## src/sv/arenv_pkg.sv

```systemverilog
// ----------------------------------------------------------------------------
// Attack/release envelope package
// Shared constants, types and state codes of the envelope generator.
// ----------------------------------------------------------------------------
package arenv_pkg;

	localparam int CHANNELS_DEF = 8;
	localparam int DIVIDEND_W = 56;
	localparam int DIVISOR_W = 42;
	localparam int LEVEL_W = 40;
	localparam int COUNT_W = 32;

	localparam logic [39:0] ONE_Q39 = 40'h80_0000_0000;
	localparam logic [40:0] ONE_Q40 = 41'h100_0000_0000;
	localparam logic [35:0] LOG2_1000_Q32 = 36'd42802717582;
	localparam logic [31:0] LN2_Q32 = 32'd2977044472;
	localparam logic [55:0] LIN_NUM = 56'h80_0000_0000_0000;
	localparam logic [3:0] K_LAST = 4'd14;
	localparam logic [23:0] N_LIMIT = 24'd40;
	localparam logic [31:0] COUNT_MAX = 32'hFFFF_FFFF;

	typedef enum logic [1:0] {
		REG_SAMPLE_RATE = 2'd0,
		REG_ATTACK_SHAPE = 2'd1,
		REG_RELEASE_SHAPE = 2'd2
	} reg_index_t;

	typedef enum logic [3:0] {
		S_IDLE, S_READ, S_SEL, S_LDIV, S_XDIV, S_TLO, S_THI, S_TDIV,
		S_COEF, S_EM1, S_EM2, S_EM3, S_DONE
	} state_t;

	typedef struct packed {
		logic [LEVEL_W-1:0] level;
		logic [COUNT_W-1:0] count;
		logic gate;
	} entry_t;

endpackage

```

## src/sv/arenv_mem.sv

```systemverilog
// ----------------------------------------------------------------------------
// Envelope state memory
// Per-channel level, segment count and gate, with a registered read.
// ----------------------------------------------------------------------------
module arenv_mem #(
	parameter int CHANNELS = arenv_pkg::CHANNELS_DEF,
	parameter int AW = (CHANNELS > 1) ? $clog2(CHANNELS) : 1
) (
	input logic clk,
	input logic arst_n,
	input logic rd_en,
	input logic [AW-1:0] rd_addr,
	input logic wr_en,
	input logic [AW-1:0] wr_addr,
	input arenv_pkg::entry_t wr_data,
	output arenv_pkg::entry_t rd_data
);
	import arenv_pkg::*;

	entry_t mem_q [CHANNELS];
	entry_t rd_q;
	logic [CHANNELS-1:0] valid_q;
	logic rd_valid_q;

	always_ff @(posedge clk) begin
		if (wr_en) begin
			mem_q[wr_addr] <= wr_data;
		end
		if (rd_en) begin
			rd_q <= mem_q[rd_addr];
		end
	end

	always_ff @(posedge clk or negedge arst_n) begin
		if (!arst_n) begin
			valid_q <= '0;
			rd_valid_q <= 1'b0;
		end else begin
			if (wr_en) begin
				valid_q[wr_addr] <= 1'b1;
			end
			if (rd_en) begin
				rd_valid_q <= valid_q[rd_addr];
			end
		end
	end

	assign rd_data = rd_valid_q ? rd_q : '0;

endmodule

```

## config.mk

```make
export PLATFORM = sky130hd
export DESIGN_NAME = arenv_mem
export DESIGN_NICKNAME = d
export VERILOG_FILES = /design/src/sv/arenv_pkg.sv /design/src/sv/arenv_mem.sv
export SDC_FILE = /design/constraint.sdc
export NUM_CORES = 1
export LEC_CHECK = 0
export ABC_CLOCK_PERIOD_IN_PS = 1180
export BUFFER_PORTS_ARGS = -buffer_cell sky130_fd_sc_hd__buf_2
export CAP_MARGIN = 20
export CELL_PAD_IN_SITES_DETAIL_PLACEMENT = 0
export CELL_PAD_IN_SITES_GLOBAL_PLACEMENT = 1
export CORE_MARGIN = 2
export CORE_UTILIZATION = 40
export CTS_BUF_LIST = sky130_fd_sc_hd__clkbuf_4 sky130_fd_sc_hd__clkbuf_8
export DETAILED_ROUTE_END_ITERATION = 12
export PLACE_DENSITY_LB_ADDON = 0.1
export SYNTH_ARGS = -nofsm -noshare
export SYNTH_HDL_FRONTEND = slang
export SYNTH_SLANG_ARGS = --single-unit
```

## constraint.sdc

```tcl
create_clock -name clk -period 1.18 [get_ports clk]
set_input_delay 0.118 -clock clk [delete_from_list [all_inputs] [get_ports clk]]
set_output_delay 0.118 -clock clk [all_outputs]
set_load 0.03 [all_outputs]
```

==> out/metrics.cfg <==
[setup_path]
critPathArrivalTime_ns = 1.76
worstPathMaxFanout = 6
ff2ff_path_depth = 2
critical_path.startpoint = rd_valid_q
start_kind = flop
crit_path_cell_trace = buf_12, buf_16, and2_4, buf_6
reg2reg_to = rd_q[72]
crit_slowest_cell = dfrtp_2
slowest_delay_ns = 0.45
cp.required_ns = 1.06
path_class = flop to output pin
reg2reg_from = mem_q[3][72]
r2r_setup_slack_ns = -0.22
cp-end-kind = output pin

[global_route]
antenna_found_initial = 3
gr-total-overflow = 0
grt_pass1_wl_mm = 83.3
grt_pass1_vias = 13183
grt_use_total = 0.179
grt_max_degree = 33

[cells_and_area]
fill_cells = 4991
finalNetCount = 1562
syn2layout_area_growth_pct = 30.3
drive_gt1_frac = 0.498
final_cell_mix = 657 x edfxtp_1, 147 x mux4_2, 113 x clkbuf_8
final_common_cell = edfxtp_1
final_cells = 2399

[place]
dp_cells = 2103
dp_hpwl_mm = 33.5
place.gp.congestion = 0.700
port_buffers = 155
detailedPlace.worstSlack_ns = -0.479

[synthesis]
syn_area_per_cell_sq_um = 24.1
synthTopCellsByArea = edfxtp_1 79%, mux4_2 13%, mux2_2 3.3%, and2_1 1.8%, dfrtp_1 0.90%
synth_nets = 1118
seq_area_frac_synth = 0.799
synth.top_cell.area_share = 0.790
synth_xor_area_frac = 0
synth-simple-area-share = 0.0226
syn_inst = 1035
ys_warn_count = 0
netlist_area_sq_mm = 0.0250
synth_top_family_by_area = multiplexers
synth.largest_area_cell = edfxtp_1
synth-compound-area-share = 0
synthDistinctLibCells = 17
synth.mux.area_fraction = 0.167
synth-seq-cells = 666
synthAdderAreaFrac = 0

[sta]
fmax_ghz = 0.533
finalCritPeriodShare = 1.59
final-setup-viol-count = 173
slew_headroom = 0.717
final_max_slew_viol_count = 0
fin_skew_ns = 0.0264
rsz0062_at_grt = true
tns_ns = -59.23
worstMarginPinSlew_ns = 0.423
layout_setup_ws_ns = -0.697
min_period_ns = 1.88
hold_viol_final = 0

[floorplanning]
initial_core_util = 0.405
num_rows = 91
fp.dieW_um = 254
die_area_sq_mm = 0.0645
die_h_um = 254
core_area_sq_mm = 0.0617
pin_count = 156

[route]
dr_wl_met2_mm = 28.7
drt-initial-drc-count = 568
drtPass1Iterations = 5
vias_per_cell = 4.95
wl_met3_mm = 2.29
vias = 11875
antenna_left = 0
drc = 0
top_layer = met5
wl_per_cell_um = 23.7
wl_met1_mm = 24.6
routed_wl_mm = 56.8

[cts]
clockRootBuffer = clkbuf_8
clk_transition_reported_paths_ns = 0.06
cts_buffers = 112
cts_tree = built
cts_max_path_buffers = 3
cts_num_sinks = 666
clk_latency_ns = 0.70
cts_max_level = 3

[worst_hold_path]
whs_path_depth = 4
hold_path.class = input pin to flop
hold_path_end = rd_q[6]
worstHoldStart = rd_addr[0]

[power]
leakagePower_nw = 11.2
p_per_area_mw_per_mm2 = 1590
irDropWorstVdd_mv = 0.922

[run]
drv_cap = 0

[run_status]
violations = negative setup slack
status = finished, violations left

[how the worst max path moves through the flow]
stage | to | slack (ns) | cells past startpoint
global route | rd_data[27] | -0.78 | 4
global placement | rd_q[42] | -0.47 | 5
floorplan | mem_q[0][0] | -1.35 | 2
finish | rd_data[27] | -0.70 | 4
CTS | rd_data[27] | -0.77 | 4
detailed placement | rd_q[53] | -0.48 | 5
[routing by layer]
layer	up-vias	track usage
li1	5243	-
met1	6270	0.235
met2	261	0.303
met3	97	0.0366
met4	4	0.0499
met5	-	0
[synthesized netlist by cell type]
cell and count:
nand2_1 2, nor3_1 2, buf_8 1, nand2b_1 3, buf_6 10, buf_2 8
buf_1 6, clkbuf_1 24, inv_1 1, mux4_2 147, nor2_1 6, and2_1 73
or2_2 8, dfrtp_1 9, mux2_2 73, edfxtp_1 657, mux2i_1 5
[power breakdown]
| part | total [mW] | internal [mW] | switching, mW | leakage [nW] |
|---|---|---|---|---|
| combinational | 5.05 | 2.65 | 2.40 | 4.01 |
| sequential | 27.2 | 27.0 | 0.232 | 6.10 |
| clock | 19.4 | 10.5 | 8.96 | 1.13 |
[kinds of logic (layout without fill, tap and decap cells)]
group,count (synthesis),in the layout
other cells,0,1
buf+inv,50,576
simple gates,94,94
flops,666,666
mux,225,225
[area by class of cell]
class | count | area [sq um] | share of cell area
diodes | 1 | 2.50 | 0.0000769
clock buffers | 150 | 1830 | 0.0563
clock inverters | 46 | 278 | 0.00853
inverters | 1 | 3.75 | 0.000115
multi-input cells | 319 | 5170 | 0.159
flip-flops and latches | 666 | 20000 | 0.613
well taps | 837 | 1050 | 0.0322
repair buffers | 379 | 4250 | 0.131
[through the flow]
stage | hold slack (ns) | instance area [sq um] | util | power, mW
2_1_floorplan | -0.178 | 25300 | - | 30.0
3_3_place_gp | -0.0191 | 28600 | 0.463 | 31.8
3_5_place_dp | -0.0186 | 28600 | 0.463 | 31.8
4_1_cts | 0.0910 | 32200 | 0.522 | 52.4
5_1_grt | 0.130 | 32500 | 0.527 | 53.8
6_report | 0.157 | 32500 | 0.527 | 51.7
[timing repair]
item                                    CTS  global route
hold buffers                             82             0
pin swaps                                 2             5
buffers inserted                          3             8
resized for setup                       227            31
endpoints found under the hold margin   645             0
gates cloned                              3             6
endpoints found under the setup margin  146           215
[flip-flops by register name, summed over array words and instances (netlist names)]
name        count
rd_q           73
rd_valid_q      1
valid_q         8
mem_q         584
[worst max-delay path: cells and delay by family, from the launching register on]
family                 cells  cell delay, ns
flip-flops                 1            0.45
buffers and inverters      3            0.45
AND/OR/NAND/NOR            1            0.15
Note: power is estimated with default switching activity, not from simulation.
