File: src/sv/arenv_pkg.sv
// ----------------------------------------------------------------------------
// Attack/release envelope package
// Shared constants, types and state codes of the envelope generator.
// ----------------------------------------------------------------------------
package arenv_pkg;

	localparam int CHANNELS_DEF = 8;
	localparam int DIVIDEND_W = 56;
	localparam int DIVISOR_W = 42;
	localparam int LEVEL_W = 40;
	localparam int COUNT_W = 32;

	localparam logic [39:0] ONE_Q39 = 40'h80_0000_0000;
	localparam logic [40:0] ONE_Q40 = 41'h100_0000_0000;
	localparam logic [35:0] LOG2_1000_Q32 = 36'd42802717582;
	localparam logic [31:0] LN2_Q32 = 32'd2977044472;
	localparam logic [55:0] LIN_NUM = 56'h80_0000_0000_0000;
	localparam logic [3:0] K_LAST = 4'd14;
	localparam logic [23:0] N_LIMIT = 24'd40;
	localparam logic [31:0] COUNT_MAX = 32'hFFFF_FFFF;

	typedef enum logic [1:0] {
		REG_SAMPLE_RATE = 2'd0,
		REG_ATTACK_SHAPE = 2'd1,
		REG_RELEASE_SHAPE = 2'd2
	} reg_index_t;

	typedef enum logic [3:0] {
		S_IDLE, S_READ, S_SEL, S_LDIV, S_XDIV, S_TLO, S_THI, S_TDIV,
		S_COEF, S_EM1, S_EM2, S_EM3, S_DONE
	} state_t;

	typedef struct packed {
		logic [LEVEL_W-1:0] level;
		logic [COUNT_W-1:0] count;
		logic gate;
	} entry_t;

endpackage

File: src/sv/arenv_div.sv
// ----------------------------------------------------------------------------
// Envelope divider
// Restoring unsigned divider, one quotient bit per cycle.
// ----------------------------------------------------------------------------
module arenv_div (
	input logic clk,
	input logic arst_n,
	input logic start,
	input logic [arenv_pkg::DIVIDEND_W-1:0] dividend,
	input logic [arenv_pkg::DIVISOR_W-1:0] divisor,
	output logic done,
	output logic [arenv_pkg::DIVIDEND_W-1:0] quotient
);
	import arenv_pkg::*;

	localparam int CW = $clog2(DIVIDEND_W + 1);

	logic busy_q;
	logic done_q;
	logic [CW-1:0] cnt_q;
	logic [DIVIDEND_W-1:0] num_q;
	logic [DIVIDEND_W-1:0] quo_q;
	logic [DIVISOR_W-1:0] den_q;
	logic [DIVISOR_W-1:0] rem_q;
	logic [DIVISOR_W:0] trial;
	logic [DIVISOR_W+1:0] diff;
	logic ge;

	assign trial = {rem_q, num_q[DIVIDEND_W-1]};
	assign diff = {1'b0, trial} - {2'b00, den_q};
	assign ge = !diff[DIVISOR_W+1];

	always_ff @(posedge clk or negedge arst_n) begin
		if (!arst_n) begin
			busy_q <= 1'b0;
			done_q <= 1'b0;
			cnt_q <= '0;
		end else begin
			done_q <= 1'b0;
			if (start) begin
				busy_q <= 1'b1;
				cnt_q <= '0;
			end else if (busy_q) begin
				cnt_q <= cnt_q + 1'b1;
				if (cnt_q == CW'(DIVIDEND_W - 1)) begin
					busy_q <= 1'b0;
					done_q <= 1'b1;
				end
			end
		end
	end

	always_ff @(posedge clk) begin
		if (start) begin
			num_q <= dividend;
			den_q <= divisor;
			rem_q <= '0;
			quo_q <= '0;
		end else if (busy_q) begin
			num_q <= {num_q[DIVIDEND_W-2:0], 1'b0};
			quo_q <= {quo_q[DIVIDEND_W-2:0], ge};
			rem_q <= ge ? diff[DIVISOR_W-1:0] : trial[DIVISOR_W-1:0];
		end
	end

	assign done = done_q;
	assign quotient = quo_q;

endmodule

File: config.mk
export PLATFORM = sky130hd
export DESIGN_NAME = arenv_div
export DESIGN_NICKNAME = d
export VERILOG_FILES = /design/src/sv/arenv_pkg.sv /design/src/sv/arenv_div.sv
export SDC_FILE = /design/constraint.sdc
export NUM_CORES = 1
export LEC_CHECK = 0
export BUFFER_PORTS_ARGS = -buffer_cell sky130_fd_sc_hd__buf_2
export CAP_MARGIN = 20
export CORE_MARGIN = 10
export CORE_UTILIZATION = 40
export DETAILED_ROUTE_END_ITERATION = 12
export SKIP_LAST_GASP = 1
export SLEW_MARGIN = 20
export SYNTH_ARGS = -nofsm -noshare
export SYNTH_HDL_FRONTEND = slang
export SYNTH_SLANG_ARGS = --single-unit
File: constraint.sdc
create_clock -name clk -period 3.24 [get_ports clk]
set_input_delay 0.324 -clock clk [delete_from_list [all_inputs] [get_ports clk]]
set_output_delay 0.324 -clock clk [all_outputs]
set_load 0.02 [all_outputs]
==> results.toml <==
[place]
post-dp-hpwl_um = 17000
dpl_cell_area_um2 = 11400
port_buffers = 157
gp_congestion = 0.874

[hold_path]
whs_endpoint = "num_q[8]"
holdCritStartpoint = "dividend[8]"
hold-path-cell-count = 2
hp-class = "primary input to flip-flop"

[sta]
holdWs_ns = 0.0918
fin_crit_ns = 3.01
setup-violations-final = 0
slew_headroom_pct = 44.0
maxSlewViolCount = 0
skew_ns = 0.0124
post-route-period-util_pct = 92.8
fmax_mhz = 333
timing_hold_violations_final = 0
worst_slew_pin_slew_ns = 0.840

[synthesis]
synth_top_area_share_pct = 28.6
syn_area_per_cell_um2 = 10.6
ys_types = 60
async_flop_share_pct = 3.92
synth_top_area_cell = "edfxtp_1"
synth_edf_count = 98
yosys_most_used_dff = "edfxtp_1"
syn_area_um2 = 10300
syn-instance-count = 971
ys_seq_elements = 204
yosys-top-cells-area = "edfxtp_1 29%, dfxtp_1 19%, mux2i_1 8.1%"
syn-num-nets = 1116
yosysWarnings = 0
seq_area_frac_synth_pct = 49.6

[power]
ir_drop_uv = 453
p_per_area_nw_per_um2 = 681
p_leak_nw = 5.76
p_total_mw = 8.65

[route]
vias = 7676
ant_nets = 0
drtPass1Iterations = 6
drc = 0
detail_route.wl_per_cell_um = 16.0
viasPerCell = 5.07
drt_iter0_drc = 435
wirelength_um = 24200

[floorplanning]
rows = 58
die_area_um2 = 32600
start_util_pct = 40.8
die_w_um = 180
core-area_um2 = 25300
pin_count = 158
dieHeight_um = 180

[worst_setup_path]
setup.worst_path.class = "flip-flop to flip-flop"
rr_startpoint = "num_q[55]"
cp_cell_sequence = "inv_1 > ha_1 > inv_1 > fa_1 > a211oi_2 > o21ai_2 > o21ai_1 > o31a_1 > buf_4 > o21ai_0 > a31oi_1 > xnor2_1 > mux2i_1 > a211oi_1"
arrival_ns = 3.44
r2r-end = "rem_q[18]"
critPathCaptureType = "flip-flop"
crit_buf_inv = 3
rr_worst_depth = 14
critPathMaxStageDelay_ns = 0.43
cpMaxStageDelayCell = "fa_1"
startpoint = "num_q[55]"
critPathRequiredTime_ns = 3.67
crit_family = "compound AO/OA/AOI/OAI gates"
start_kind = "flip-flop"
r2r_setup_slack_ns = 0.23
cp_common_cell = "inv_1"
crit_path_max_fanout = 5

[cells_and_area]
drive_gt1_share_pct = 23.4
final_area_um2 = 12700
num-fill-cells = 2333
areaGrowthSynthToFinish_pct = 23.4
nNetsFinal = 1309

[global_routing]
grt_pass1_wl_um = 39500
grt_max_degree = 69
overflow = 0
antenna_found_initial = 7
grt_pass1_vias = 7754
grtUsageTotal_pct = 14.2

[clocking]
root_buffer = "clkbuf_16"
clk_pin_slew_worst_paths_ns = 0.06
cts_made_buffers = 24
htree_levels = 1
clockBufferDepth = 3
clock-sinks = 204
cts_tree = "built"
clk_latency_ns = 0.53

[status]
status = "finished clean"

[run]
cap_viol_max_count = 0
==> sequential cells by signal, indices dropped and copies added, names as in the netlist <==
register and cells:
quotient 56, cnt_q 6, num_q 56, busy_q 1
den_q 42, rem_q 42, done 1
==> power breakdown <==
part	leakage, nW	internal [mW]	switching, mW
Combinational	3.46	1.22	1.50
Clock	0.396	1.65	1.07
Sequential	1.90	3.03	0.181
==> metal layers <==
metal  vias up  share of wire (%)  wire [um]  global-route usage, %
li1       3904                  -          -                      -
met1      3574                 46      11100                   18.3
met2       160                 45      11000                   22.6
met3        32                7.1       1730                   5.02
met4         6                1.5        352                   2.82
met5         -               0.17         41                      0
==> per-stage QoR <==
stage          utilization (%)  worst slack [ns]  setup TNS, ns  cells
2_1_floorplan                -             0.407              0    971
4_1_cts                   50.1           0.00499              0   1510
6_report                  50.3             0.234              0   1515
5_1_grt                   50.3          -0.00457       -0.00457   1514
3_3_place_gp              45.2             0.132              0   1423
3_5_place_dp              45.2           0.00649              0   1423
==> cell usage in the layout (no fill, tap or decap), types with 8 or more instances in the layout <==
master / count
dfxtp_1: 98
inv_1: 60
edfxtp_1: 98
nor2_1: 112
nor3_1: 11
o21a_1: 11
nand3_1: 8
a21oi_1: 51
o21ai_0: 44
nand4_1: 14
dlygate4sd3_1: 43
mux2i_1: 83
a211oi_1: 35
buf_2: 156
a21o_1: 14
buf_4: 13
xor2_1: 15
clkbuf_16: 25
mux2_2: 56
nand2_1: 49
ha_1: 43
xnor2_1: 24
==> cells in the mapped netlist (all sizes together), types with 4 or more instances <==
master and instances:
nand2 49, a21o 14, edfxtp 98, o21bai 7
nor2 113, and2 4, inv 61, nor3 11
o221ai 5, o21ai 46, nand2b 5, buf 19
o21a 11, mux2i 83, clkbuf 29, ha 43
xor2 15, a21boi 4, o211ai 7, a211oi 37
a21oi 52, or3 4, mux2 56, dfrtp 8
nand3 8, xnor2 24, o22ai 5, nand4 14
nor2b 5, dfxtp 98
==> cell type report <==
cell class / instances / area (um^2) / area share, %
sequential: 204 / 5110 / 40.2
multi-input combinational: 658 / 4760 / 37.5
timing repair buffer: 215 / 1360 / 10.7
clock buffer: 34 / 689 / 5.43
tap: 330 / 413 / 3.25
inverter: 61 / 229 / 1.80
clock inverter: 10 / 129 / 1.01
antenna: 3 / 7.51 / 0.0591
==> kinds of logic after synthesis <==
kind of cell               after synthesis  share of synthesized area [%]
DFF                                    204                           49.6
muxes                                  139                           14.2
and+or+nand+nor                        223                           9.53
AOI/OAI and AO/OA                      213                           13.6
adders and majority gates               44                           5.42
buffers and inverters                  109                           4.30
xor gates and xnor gates                39                           3.32
==> worst register-to-register path, delay by kind of cell, from the launching register on <==
family / cells / cell delay [ns]
flip-flops: 1 / 0.38
buffers and inverters: 3 / 0.30
XOR/XNOR: 1 / 0.14
AO/OA/AOI/OAI: 7 / 1.42
multiplexers: 1 / 0.09
adder cells (fa/ha/maj): 2 / 0.59
==> worst max path at each step <==
stage / to / slack, ns / cells past startpoint
after CTS: rem_q[40] / 0.005 / 13
after global placement: rem_q[40] / 0.13 / 13
after floorplan: rem_q[40] / 0.41 / 13
after detailed placement: rem_q[40] / 0.006 / 13
after global routing: rem_q[18] / -0.005 / 14
final: rem_q[18] / 0.23 / 14
==> what timing repair did <==
item / CTS / global route
resized for setup: 0 / 5
buffers inserted: 0 / 2
hold buffers: 43 / 0
hold endpoints to repair: 50 / 0
setup endpoints to repair: 0 / 9
No activity file was read; power rests on OpenSTA's default activity.
